[src/trimf_pkg.sv]
package trimf_pkg;

  localparam int unsigned SAMPLES    = 20;
  localparam int unsigned CHANNELS   = 16;

  localparam int unsigned CH_W       = 4;
  localparam int unsigned SMP_W      = 12;
  localparam int unsigned SUM_W      = 17;
  localparam int unsigned CNT_W      = 5;
  localparam int unsigned DROP_W     = SMP_W + 2;
  localparam int unsigned MEAN_SHIFT = 4;
  localparam int unsigned SHIFTED_W  = SUM_W - MEAN_SHIFT;
  localparam int unsigned CH_IDX_W   = (CHANNELS > 1) ? $clog2(CHANNELS) : 1;

  localparam int unsigned IQ_DEPTH   = 4;
  localparam int unsigned IQ_PTR_W   = $clog2(IQ_DEPTH);
  localparam int unsigned IQ_CNT_W   = $clog2(IQ_DEPTH + 1);

  localparam int unsigned OQ_DEPTH   = 4;
  localparam int unsigned OQ_PTR_W   = $clog2(OQ_DEPTH);
  localparam int unsigned OQ_CNT_W   = $clog2(OQ_DEPTH + 1);

  localparam logic [SMP_W-1:0] MAX_CODE     = '1;
  localparam logic [CH_W:0]    CHANNEL_LIM  = (CH_W + 1)'(CHANNELS);
  localparam logic [CNT_W-1:0] SAMPLES_LIM  = CNT_W'(SAMPLES);

  typedef struct packed {
    logic [CH_W-1:0]  channel;
    logic [SMP_W-1:0] sample;
  } item_t;

  typedef struct packed {
    logic  valid;
    item_t item;
  } iq_head_t;

  typedef struct packed {
    logic [CH_W-1:0]  channel;
    logic [SMP_W-1:0] mean;
  } result_t;

  typedef struct packed {
    logic [CNT_W-1:0] cnt;
    logic [SUM_W-1:0] sum;
    logic [SMP_W-1:0] smallest;
    logic [SMP_W-1:0] second_smallest;
    logic [SMP_W-1:0] largest;
    logic [SMP_W-1:0] second_largest;
  } chan_state_t;

  localparam chan_state_t CLEAR_STATE = '{
    cnt:             '0,
    sum:             '0,
    smallest:        MAX_CODE,
    second_smallest: MAX_CODE,
    largest:         '0,
    second_largest:  '0
  };

endpackage

[src/trimf_front.sv]
module trimf_front (
  input  logic              clk_i,
  input  logic              rst_ni,
  input  logic              push,
  output logic              full,
  input  trimf_pkg::item_t  item_i,
  output trimf_pkg::iq_head_t head_o,
  input  logic              take_i
);
  import trimf_pkg::*;

  item_t               mem_q [IQ_DEPTH];
  logic [IQ_PTR_W-1:0] wr_ptr_q, wr_ptr_d;
  logic [IQ_PTR_W-1:0] rd_ptr_q, rd_ptr_d;
  logic [IQ_CNT_W-1:0] cnt_q, cnt_d;
  logic                accept, keep, deq;

  assign full   = (cnt_q == IQ_CNT_W'(IQ_DEPTH));
  assign accept = push && !full;
  // Drop items for channels that are not present.
  assign keep   = accept && ({1'b0, item_i.channel} < CHANNEL_LIM);
  assign deq    = take_i && (cnt_q != '0);

  assign head_o.valid = (cnt_q != '0);
  assign head_o.item  = mem_q[rd_ptr_q];

  always_comb begin
    wr_ptr_d = keep ? wr_ptr_q + IQ_PTR_W'(1) : wr_ptr_q;
    rd_ptr_d = deq  ? rd_ptr_q + IQ_PTR_W'(1) : rd_ptr_q;
    case ({keep, deq})
      2'b10:   cnt_d = cnt_q + IQ_CNT_W'(1);
      2'b01:   cnt_d = cnt_q - IQ_CNT_W'(1);
      default: cnt_d = cnt_q;
    endcase
  end

  always_ff @(posedge clk_i or negedge rst_ni) begin
    if (!rst_ni) begin
      wr_ptr_q <= '0;
      rd_ptr_q <= '0;
      cnt_q    <= '0;
    end else begin
      wr_ptr_q <= wr_ptr_d;
      rd_ptr_q <= rd_ptr_d;
      cnt_q    <= cnt_d;
    end
  end

  always_ff @(posedge clk_i) begin
    if (keep) begin
      mem_q[wr_ptr_q] <= item_i;
    end
  end

endmodule

[src/trimf_back.sv]
module trimf_back (
  input  logic                clk_i,
  input  logic                rst_ni,
  input  trimf_pkg::iq_head_t head_i,
  output logic                take_o,
  output logic                empty,
  input  logic                pop,
  output trimf_pkg::result_t  res_o
);
  import trimf_pkg::*;

  chan_state_t         state_q [CHANNELS];
  chan_state_t         cur, nxt;
  logic [CH_IDX_W-1:0] idx;
  logic [SMP_W-1:0]    x;
  logic                done, fire;

  logic                s2_valid_q;
  chan_state_t         s2_state_q;
  logic [CH_W-1:0]     s2_channel_q;
  logic [DROP_W-1:0]   drop;
  logic [SUM_W-1:0]    trimmed;
  logic [SHIFTED_W-1:0] shifted;
  result_t             s2_res;

  result_t             oq_mem_q [OQ_DEPTH];
  logic [OQ_PTR_W-1:0] oq_wr_q, oq_rd_q;
  logic [OQ_CNT_W-1:0] oq_cnt_q, oq_cnt_d;
  logic [OQ_CNT_W:0]   oq_used;
  logic                deq;

  // Stage 1: per-channel read-modify-write.
  assign idx = head_i.item.channel[CH_IDX_W-1:0];
  assign x   = head_i.item.sample;
  assign cur = state_q[idx];

  // Hold stage 1 when the stage 2 register and the result queue are all spoken for.
  assign oq_used = {1'b0, oq_cnt_q} + {{OQ_CNT_W{1'b0}}, s2_valid_q};
  assign fire    = head_i.valid && (oq_used < (OQ_CNT_W + 1)'(OQ_DEPTH));
  assign take_o  = fire;

  always_comb begin
    nxt     = cur;
    nxt.sum = cur.sum + SUM_W'(x);
    nxt.cnt = cur.cnt + CNT_W'(1);
    if (x < cur.smallest) begin
      nxt.second_smallest = cur.smallest;
      nxt.smallest        = x;
    end else if (x < cur.second_smallest) begin
      nxt.second_smallest = x;
    end
    if (x > cur.largest) begin
      nxt.second_largest = cur.largest;
      nxt.largest        = x;
    end else if (x > cur.second_largest) begin
      nxt.second_largest = x;
    end
  end

  assign done = (nxt.cnt >= SAMPLES_LIM);

  always_ff @(posedge clk_i or negedge rst_ni) begin
    if (!rst_ni) begin
      for (int i = 0; i < CHANNELS; i++) begin
        state_q[i] <= CLEAR_STATE;
      end
    end else if (fire) begin
      state_q[idx] <= done ? CLEAR_STATE : nxt;
    end
  end

  always_ff @(posedge clk_i or negedge rst_ni) begin
    if (!rst_ni) begin
      s2_valid_q <= 1'b0;
    end else begin
      s2_valid_q <= fire && done;
    end
  end

  always_ff @(posedge clk_i) begin
    if (fire && done) begin
      s2_state_q   <= nxt;
      s2_channel_q <= head_i.item.channel;
    end
  end

  // Stage 2: drop the four extremes, scale and saturate.
  always_comb begin
    drop = DROP_W'(s2_state_q.smallest) + DROP_W'(s2_state_q.second_smallest)
         + DROP_W'(s2_state_q.largest) + DROP_W'(s2_state_q.second_largest);
    trimmed = (s2_state_q.sum >= SUM_W'(drop)) ? s2_state_q.sum - SUM_W'(drop) : '0;
    shifted = trimmed[SUM_W-1:MEAN_SHIFT];
    s2_res.channel = s2_channel_q;
    s2_res.mean    = (shifted > SHIFTED_W'(MAX_CODE)) ? MAX_CODE : shifted[SMP_W-1:0];
  end

  // Result queue.
  assign empty = (oq_cnt_q == '0);
  assign deq   = pop && !empty;
  assign res_o = oq_mem_q[oq_rd_q];

  always_comb begin
    case ({s2_valid_q, deq})
      2'b10:   oq_cnt_d = oq_cnt_q + OQ_CNT_W'(1);
      2'b01:   oq_cnt_d = oq_cnt_q - OQ_CNT_W'(1);
      default: oq_cnt_d = oq_cnt_q;
    endcase
  end

  always_ff @(posedge clk_i or negedge rst_ni) begin
    if (!rst_ni) begin
      oq_wr_q  <= '0;
      oq_rd_q  <= '0;
      oq_cnt_q <= '0;
    end else begin
      if (s2_valid_q) begin
        oq_wr_q <= oq_wr_q + OQ_PTR_W'(1);
      end
      if (deq) begin
        oq_rd_q <= oq_rd_q + OQ_PTR_W'(1);
      end
      oq_cnt_q <= oq_cnt_d;
    end
  end

  always_ff @(posedge clk_i) begin
    if (s2_valid_q) begin
      oq_mem_q[oq_wr_q] <= s2_res;
    end
  end

endmodule

[src/trimmed_mean_sample_filter_top.sv]
// Channel   Direction  Handshake        Payload
// input     in         push / full      channel_i[3:0], sample_i[11:0]
// result    out        empty / pop      result_channel_o[3:0], mean_o[11:0]
//
// One item per cycle while the result queue has room, set by the per-channel read-modify-write.
// A completed window's result is registered in stage 2, then queued in the result queue.
// Reset clears all channel state at once; the block takes items in the first cycle after it.
// A stalled result side backs up a 4-entry result queue, then a 4-entry item queue, then full.
// Items for a channel that is not present are taken and dropped.
module trimmed_mean_sample_filter_top (
  input  logic                       clk_i,
  input  logic                       rst_ni,
  input  logic                       push,
  output logic                       full,
  input  logic [trimf_pkg::CH_W-1:0]  channel_i,
  input  logic [trimf_pkg::SMP_W-1:0] sample_i,
  output logic                       empty,
  input  logic                       pop,
  output logic [trimf_pkg::CH_W-1:0]  result_channel_o,
  output logic [trimf_pkg::SMP_W-1:0] mean_o
);
  import trimf_pkg::*;

  item_t    item;
  iq_head_t head;
  logic     take;
  result_t  res;

  assign item.channel = channel_i;
  assign item.sample  = sample_i;

  trimf_front u_front (
    .clk_i  (clk_i),
    .rst_ni (rst_ni),
    .push   (push),
    .full   (full),
    .item_i (item),
    .head_o (head),
    .take_i (take)
  );

  trimf_back u_back (
    .clk_i  (clk_i),
    .rst_ni (rst_ni),
    .head_i (head),
    .take_o (take),
    .empty  (empty),
    .pop    (pop),
    .res_o  (res)
  );

  assign result_channel_o = res.channel;
  assign mean_o           = res.mean;

endmodule

[config.mk]
export PLATFORM = sky130hd
export DESIGN_NAME = trimmed_mean_sample_filter_top
export DESIGN_NICKNAME = d
export VERILOG_FILES = /design/src/trimf_pkg.sv /design/src/trimf_front.sv /design/src/trimf_back.sv /design/src/trimmed_mean_sample_filter_top.sv
export SDC_FILE = /design/constraint.sdc
export NUM_CORES = 2
export LEC_CHECK = 0
export ABC_AREA = 1
export BUFFER_PORTS_ARGS = -buffer_cell sky130_fd_sc_hd__buf_2
export CAP_MARGIN = 15
export CELL_PAD_IN_SITES_DETAIL_PLACEMENT = 1
export CELL_PAD_IN_SITES_GLOBAL_PLACEMENT = 2
export CORE_ASPECT_RATIO = 0.9
export CORE_UTILIZATION = 42
export CTS_BUF_LIST = sky130_fd_sc_hd__clkbuf_4 sky130_fd_sc_hd__clkbuf_8
export DETAILED_ROUTE_END_ITERATION = 12
export PLACE_DENSITY_LB_ADDON = 0.1
export SLEW_MARGIN = 20
export SYNTH_ARGS = -nofsm -noshare
export SYNTH_HDL_FRONTEND = slang
export SYNTH_SLANG_ARGS = --single-unit
[constraint.sdc]
create_clock -name clk_i -period 9 [get_ports clk_i]
set_input_delay 2.25 -clock clk_i [delete_from_list [all_inputs] [get_ports clk_i]]
set_output_delay 2.25 -clock clk_i [all_outputs]
set_load 0.03 [all_outputs]
Word level (Yosys, flattened, before mapping)
Memory sizes are Yosys's and may differ from the RTL's.
Index checks and enable logic that the tools add are counted.

operators by class
  add/subtract/negate cells = 15
  $lt $le $gt $ge = 10
  equal/unequal tests = 5
  mux-type cells = 21
  bitwise logic cells = 1
  reduce and logical (&&, ||, !) cells = 12

operators with widths
  cell                  number
  $bwmux 1120           1
  $bmux 70 s4           1
  $demux 70 s4          1
  $mux 70               4
  $mux 12               7
  $add 14x12->14        2
  $gt 12x12->1          2
  $lt 12x12->1          2
  $add 17x12->17        1
  $ge 17x14->1          1
  $mux 17               1
  $sub 17x14->17        1
  $add 12x12->13        1
  $gt 13x12->1 const B  1
  $pmux 3 s2            2
  $ge 5x5->1 const B    2
  $add 2x1->2 const B   4
  $add 3x1->3 const B   2
  $logic_and 1x1->1     6
  $sub 3x1->3 const B   2
  $add 5x1->5 const B   1
  $lt 5x1->1 const B    1
  $not 4->5             1
  $add 3x1->4           1
  other kinds (9)       16

storage, ports and cells
  flip-flop bits (word level) = 1204
  RAM bits = 128
  input port bits = 20
  output and inout bits = 18
  logic and storage cells = 175
  memories kept = 2

memory list
  name             depth  bits a word  read ports  clocked after Yosys merged registers in  write ports  RTL line           RTL
  u_back.oq_mem_q  4      16           1           0                                        1            trimf_back.sv:26   result_t oq_mem_q [OQ_DEPTH];
  u_front.mem_q    4      16           1           0                                        1            trimf_front.sv:12  item_t mem_q [IQ_DEPTH];

Logic depth before layout (Yosys ltp)
An unclocked memory read counts as a cell.

  depth in word-level cells = 10
  depth in mapped cells = 33

Cells and area by module
Synthesis repeated with hierarchy kept, for this count alone.

second synthesis, totals
  cells, all modules = 6920
  area, all modules = 62020.7 um^2

by module, submodules not included
  module       times used  cells an instance  area an instance (um^2)  seq. area each (um^2)
  trimf_back   1           6673               58826.4                  32701.4
  trimf_front  1           247                3194.3                   2097.0

Worst setup path before layout
Ideal clock, no wire load.

  path type = reg-to-reg
  start = reg u_front.rd_ptr_q[0]
  end = reg u_back.s2_channel_q[0] (enable)
  library setup time = 497 ps
  arrival = 5864 ps
  setup slack = 2638 ps
  stages on the path, launching flop included = 22
  path buffers = 5
  period minus slack after synthesis = 6362 ps
  path through = dfrtp_1 -> buf_4 -> inv_4 -> nand2_2 -> nand3_4 -> nand2_4 -> nand2_2 -> clkbuf_1 -> o22ai_1 -> o21ai_0 -> nand2_1 -> nor2_1 -> ha_1 -> inv_1 -> nor2_1 -> nand2_1 -> xor2_1 -> nand2_2 -> buf_4 -> buf_2 -> buf_4 -> nor2_1

between the ends
  word-level cells in the longest chain between the ends = 8

ends and longest elaborated chain
  what                                        RTL line           RTL
  from (decl)                                 trimf_front.sv:14  logic [IQ_PTR_W-1:0] rd_ptr_q, rd_ptr_d;
  from (signal assigned)                      trimf_front.sv:44  rd_ptr_q <= rd_ptr_d;
  $mem_v2 4x16                                n/a
  $not 4->5 (not written as such)             trimf_back.sv:35   assign cur = state_q[idx];
  $bmux 70 s4                                 trimf_back.sv:35
  $mux 70 (not written as such) (2 in a row)  trimf_back.sv:35
  $add 5x1->5                                 trimf_back.sv:45   nxt.cnt = cur.cnt + CNT_W'(1);
  $ge 5x5->1                                  trimf_back.sv:60   assign done = (nxt.cnt >= SAMPLES_LIM);
  $logic_and 1x1->1                           trimf_back.sv:81   if (fire && done) begin
  to (signal assigned)                        trimf_back.sv:83   s2_channel_q <= head_i.item.channel;
  to (decl)                                   trimf_back.sv:20   logic [CH_W-1:0] s2_channel_q;

Every way passes these cells. The select of a mux whose other input is x is not followed.
A chain may end at the register's enable or synchronous reset.

==> out/results.ini <==
[status]
status = finished, final reports clean

[die]
num_io_pins = 38
dieArea_sq_um = 149000
start_util = 0.423
row_count = 133
die_w_um = 406
core_area_sq_um = 146000
die_y_um = 366

[drt]
final_antenna_net_count = 0
drt_iter0_drc = 4694
wl_per_cell_um = 26.5
drtPass1Iterations = 5
routed_wl_um = 235000
num_vias = 50900
viasPerCell = 5.74
drc = 0

[run]
maxCapViolations = 0

[clocking]
cts_root_buf = clkbuf_8
cts_hold_buffers = 0
cts-resized-gates = 0
clockBufferDepth = 3
clock-sinks = 1332
cts_tree = built
clock_latency_ns = 1.00
clkSlewWorstSetupHoldPaths_ns = 0.07
cts_setup_buffers = 0
cts_buffers = 227
h-tree-depth = 4

[synthesis]
syn_area_sq_um = 61800
synth_edf_count = 197
yosys.cell_types.count = 52
yosys-top-cells-area = dfrtp_1 (30%), dfstp_2 (16%), nand2_1 (16%)
synth_fp_nets = 6987
synth_top_area_share = 0.304
yosysTopAreaCell = dfrtp_1
syn_area_per_cell_sq_um = 9.04
ys_ff_latch = 1332
ys.flop_type = dfrtp_1
synth_cells = 6842
synth-async-reset-ratio = 0.852
seq_area_frac_synth = 0.563
ys_warn_count = 0

[setup_path]
critPathLaunchType = flip-flop
path_max_fanout = 46
required_ns = 9.91
cp_data_arrival_time_ns = 7.82
critical_path_class = reg -> reg
cp-end-kind = flip-flop

[place]
io_buffer_count = 37
dp.cells = 8440
preCtsSetupSlack_ns = 2.25
gp_congestion = 0.832
post-dp-hpwl_um = 129000

[sta]
grt_setup_unrepaired = false
finalSetupViolCount = 0
tns_ns = 0
holdWs_ns = 0.465
skew_ns = 0.0394
fin_ws_ns = 2.10
hold_viol = 0
worstMarginPinSlew_ns = 1.15
relSlewSlack = 0.232
drv_slew = 0
fin_crit_ns = 6.90
fmax_mhz = 145
period_share = 0.767

[final_layout]
area_growth_pct = 10.9
fin_nets = 6857
layout_common_cells = nand2_1 (2649), dfrtp_1 (751), o21ai_0 (551)
fill_cells = 16800
layout-drive-gt1-share = 0.164
fin_cells = 8870
final_common_cell = nand2_1

[global_route]
overflow = 0
antenna_found_initial = 7
grt_max_degree = 166
track_usage = 0.317
grt_pass1_vias = 52300
grt_pass1_wl_um = 352000

[worst_hold_path]
min_path_type = reg -> reg

registers in the layout (all words and copies together), names as in the netlist:
name,cells
u_back.oq_cnt_q,3
u_back.oq_mem_q,64
u_back.oq_rd_q,2
u_back.oq_wr_q,2
u_back.s2_channel_q,4
u_back.s2_state_q,65
u_back.s2_valid_q,1
u_back.state_q,1120
u_front.cnt_q,3
u_front.mem_q,64
u_front.rd_ptr_q,2
u_front.wr_ptr_q,2
per-stage QoR:
| step | area (sq um) | utilization |
|---|---|---|
| after floorplan | 61800 | - |
| after global placement | 63500 | 0.434 |
| after detailed placement | 63500 | 0.434 |
| after CTS | 68500 | 0.469 |
| after global routing | 68500 | 0.469 |
| final | 68600 | 0.469 |
cells in the mapped netlist, types with 3 or more instances:
master	count
nand2_1	2650
dfrtp_1	751
o21ai_0	551
a22oi_1	431
dfstp_2	384
clkbuf_1	296
nand3_1	217
edfxtp_1	197
a21oi_1	190
inv_1	180
buf_2	136
o22ai_1	130
nor2_1	128
ha_1	108
o21ai_1	108
nand3_2	51
buf_1	40
xor2_1	34
nand4_1	33
buf_6	31
nor4_2	23
buf_4	18
xnor2_1	18
fa_1	17
o2111a_1	11
o21ai_2	11
nor3_1	10
or2_2	9
o21bai_1	8
a32oi_1	6
inv_2	6
o211ai_1	6
nand2_2	5
o211ai_2	5
nand3b_1	4
nor4_1	4
a211oi_1	3
inv_4	3
nand2_4	3
nand3_4	3
nor2_2	3
nor2_4	3
or2_1	3
layer usage:
layer / global-route usage / wire [um] / up-vias / part of all wire
li1: - / - / 22700 / -
met1: 0.464 / 110000 / 26400 / 0.47
met2: 0.490 / 106000 / 1489 / 0.45
met3: 0.0474 / 13800 / 352 / 0.059
met4: 0.0801 / 5200 / 2 / 0.022
met5: 0 / 20 / - / 0.000085
final cells by class:
| cell class | instances | area [sq um] | share of cell area |
|---|---|---|---|
| flip-flops and latches | 1332 | 34800 | 0.508 |
| multi-input cells | 4800 | 24100 | 0.352 |
| clock buffers | 375 | 4620 | 0.0674 |
| well taps | 1957 | 2450 | 0.0357 |
| repair buffers | 162 | 1290 | 0.0188 |
| inverters | 189 | 810 | 0.0118 |
| clock inverters | 47 | 458 | 0.00668 |
| diodes | 8 | 20.0 | 0.000292 |
path summary, 6_finish.rpt:
check                           slack [ns]  cells past startpoint           startpoint                  end
worst min-delay path                  0.46                      2  u_back.state_q[668]  u_back.state_q[668]
worst max-delay path                  2.10                     23  u_front.rd_ptr_q[1]  u_back.state_q[665]
min in group asynchronous             1.34                      1               rst_ni    u_back.oq_rd_q[1]
max in group asynchronous             5.62                      3               rst_ni  u_back.state_q[589]
worst min register to register        0.46                      2  u_back.state_q[668]  u_back.state_q[668]
worst max register to register        2.10                     23  u_front.rd_ptr_q[1]  u_back.state_q[665]
cells by family after synthesis:
kind of cell,after synthesis,synth area share
AND/OR/NAND/NOR,3150,0.208
AO/OA/AOI/OAI,1473,0.144
flip-flops,1332,0.563
buffers and inverters,710,0.0508
adder cells (fa/ha/maj),125,0.0274
XOR/XNOR,52,0.00736
worst max-delay path, cell delays in order, from the launching register on:
cell     delay [ns]
dfrtp_1        0.57
inv_2          0.44
nand3_4        0.24
nand2_4        0.31
inv_4          0.12
nor2_4         0.18
buf_4          0.62
buf_4          0.71
a22oi_1        0.18
nand2_1        0.16
nand2_1        0.06
nand4_1        0.31
inv_1          0.09
ha_1           0.30
nand2_1        0.06
inv_1          0.03
nand2_1        0.05
nand2_1        0.08
nand2_2        0.37
nand2_1        0.70
nand3_1        0.32
nand3_1        0.52
nand2_1        0.20
nand2_1        0.09
Power is not shown: default switching activity piles up to over one toggle a cycle in this logic, so the estimate is an artifact.
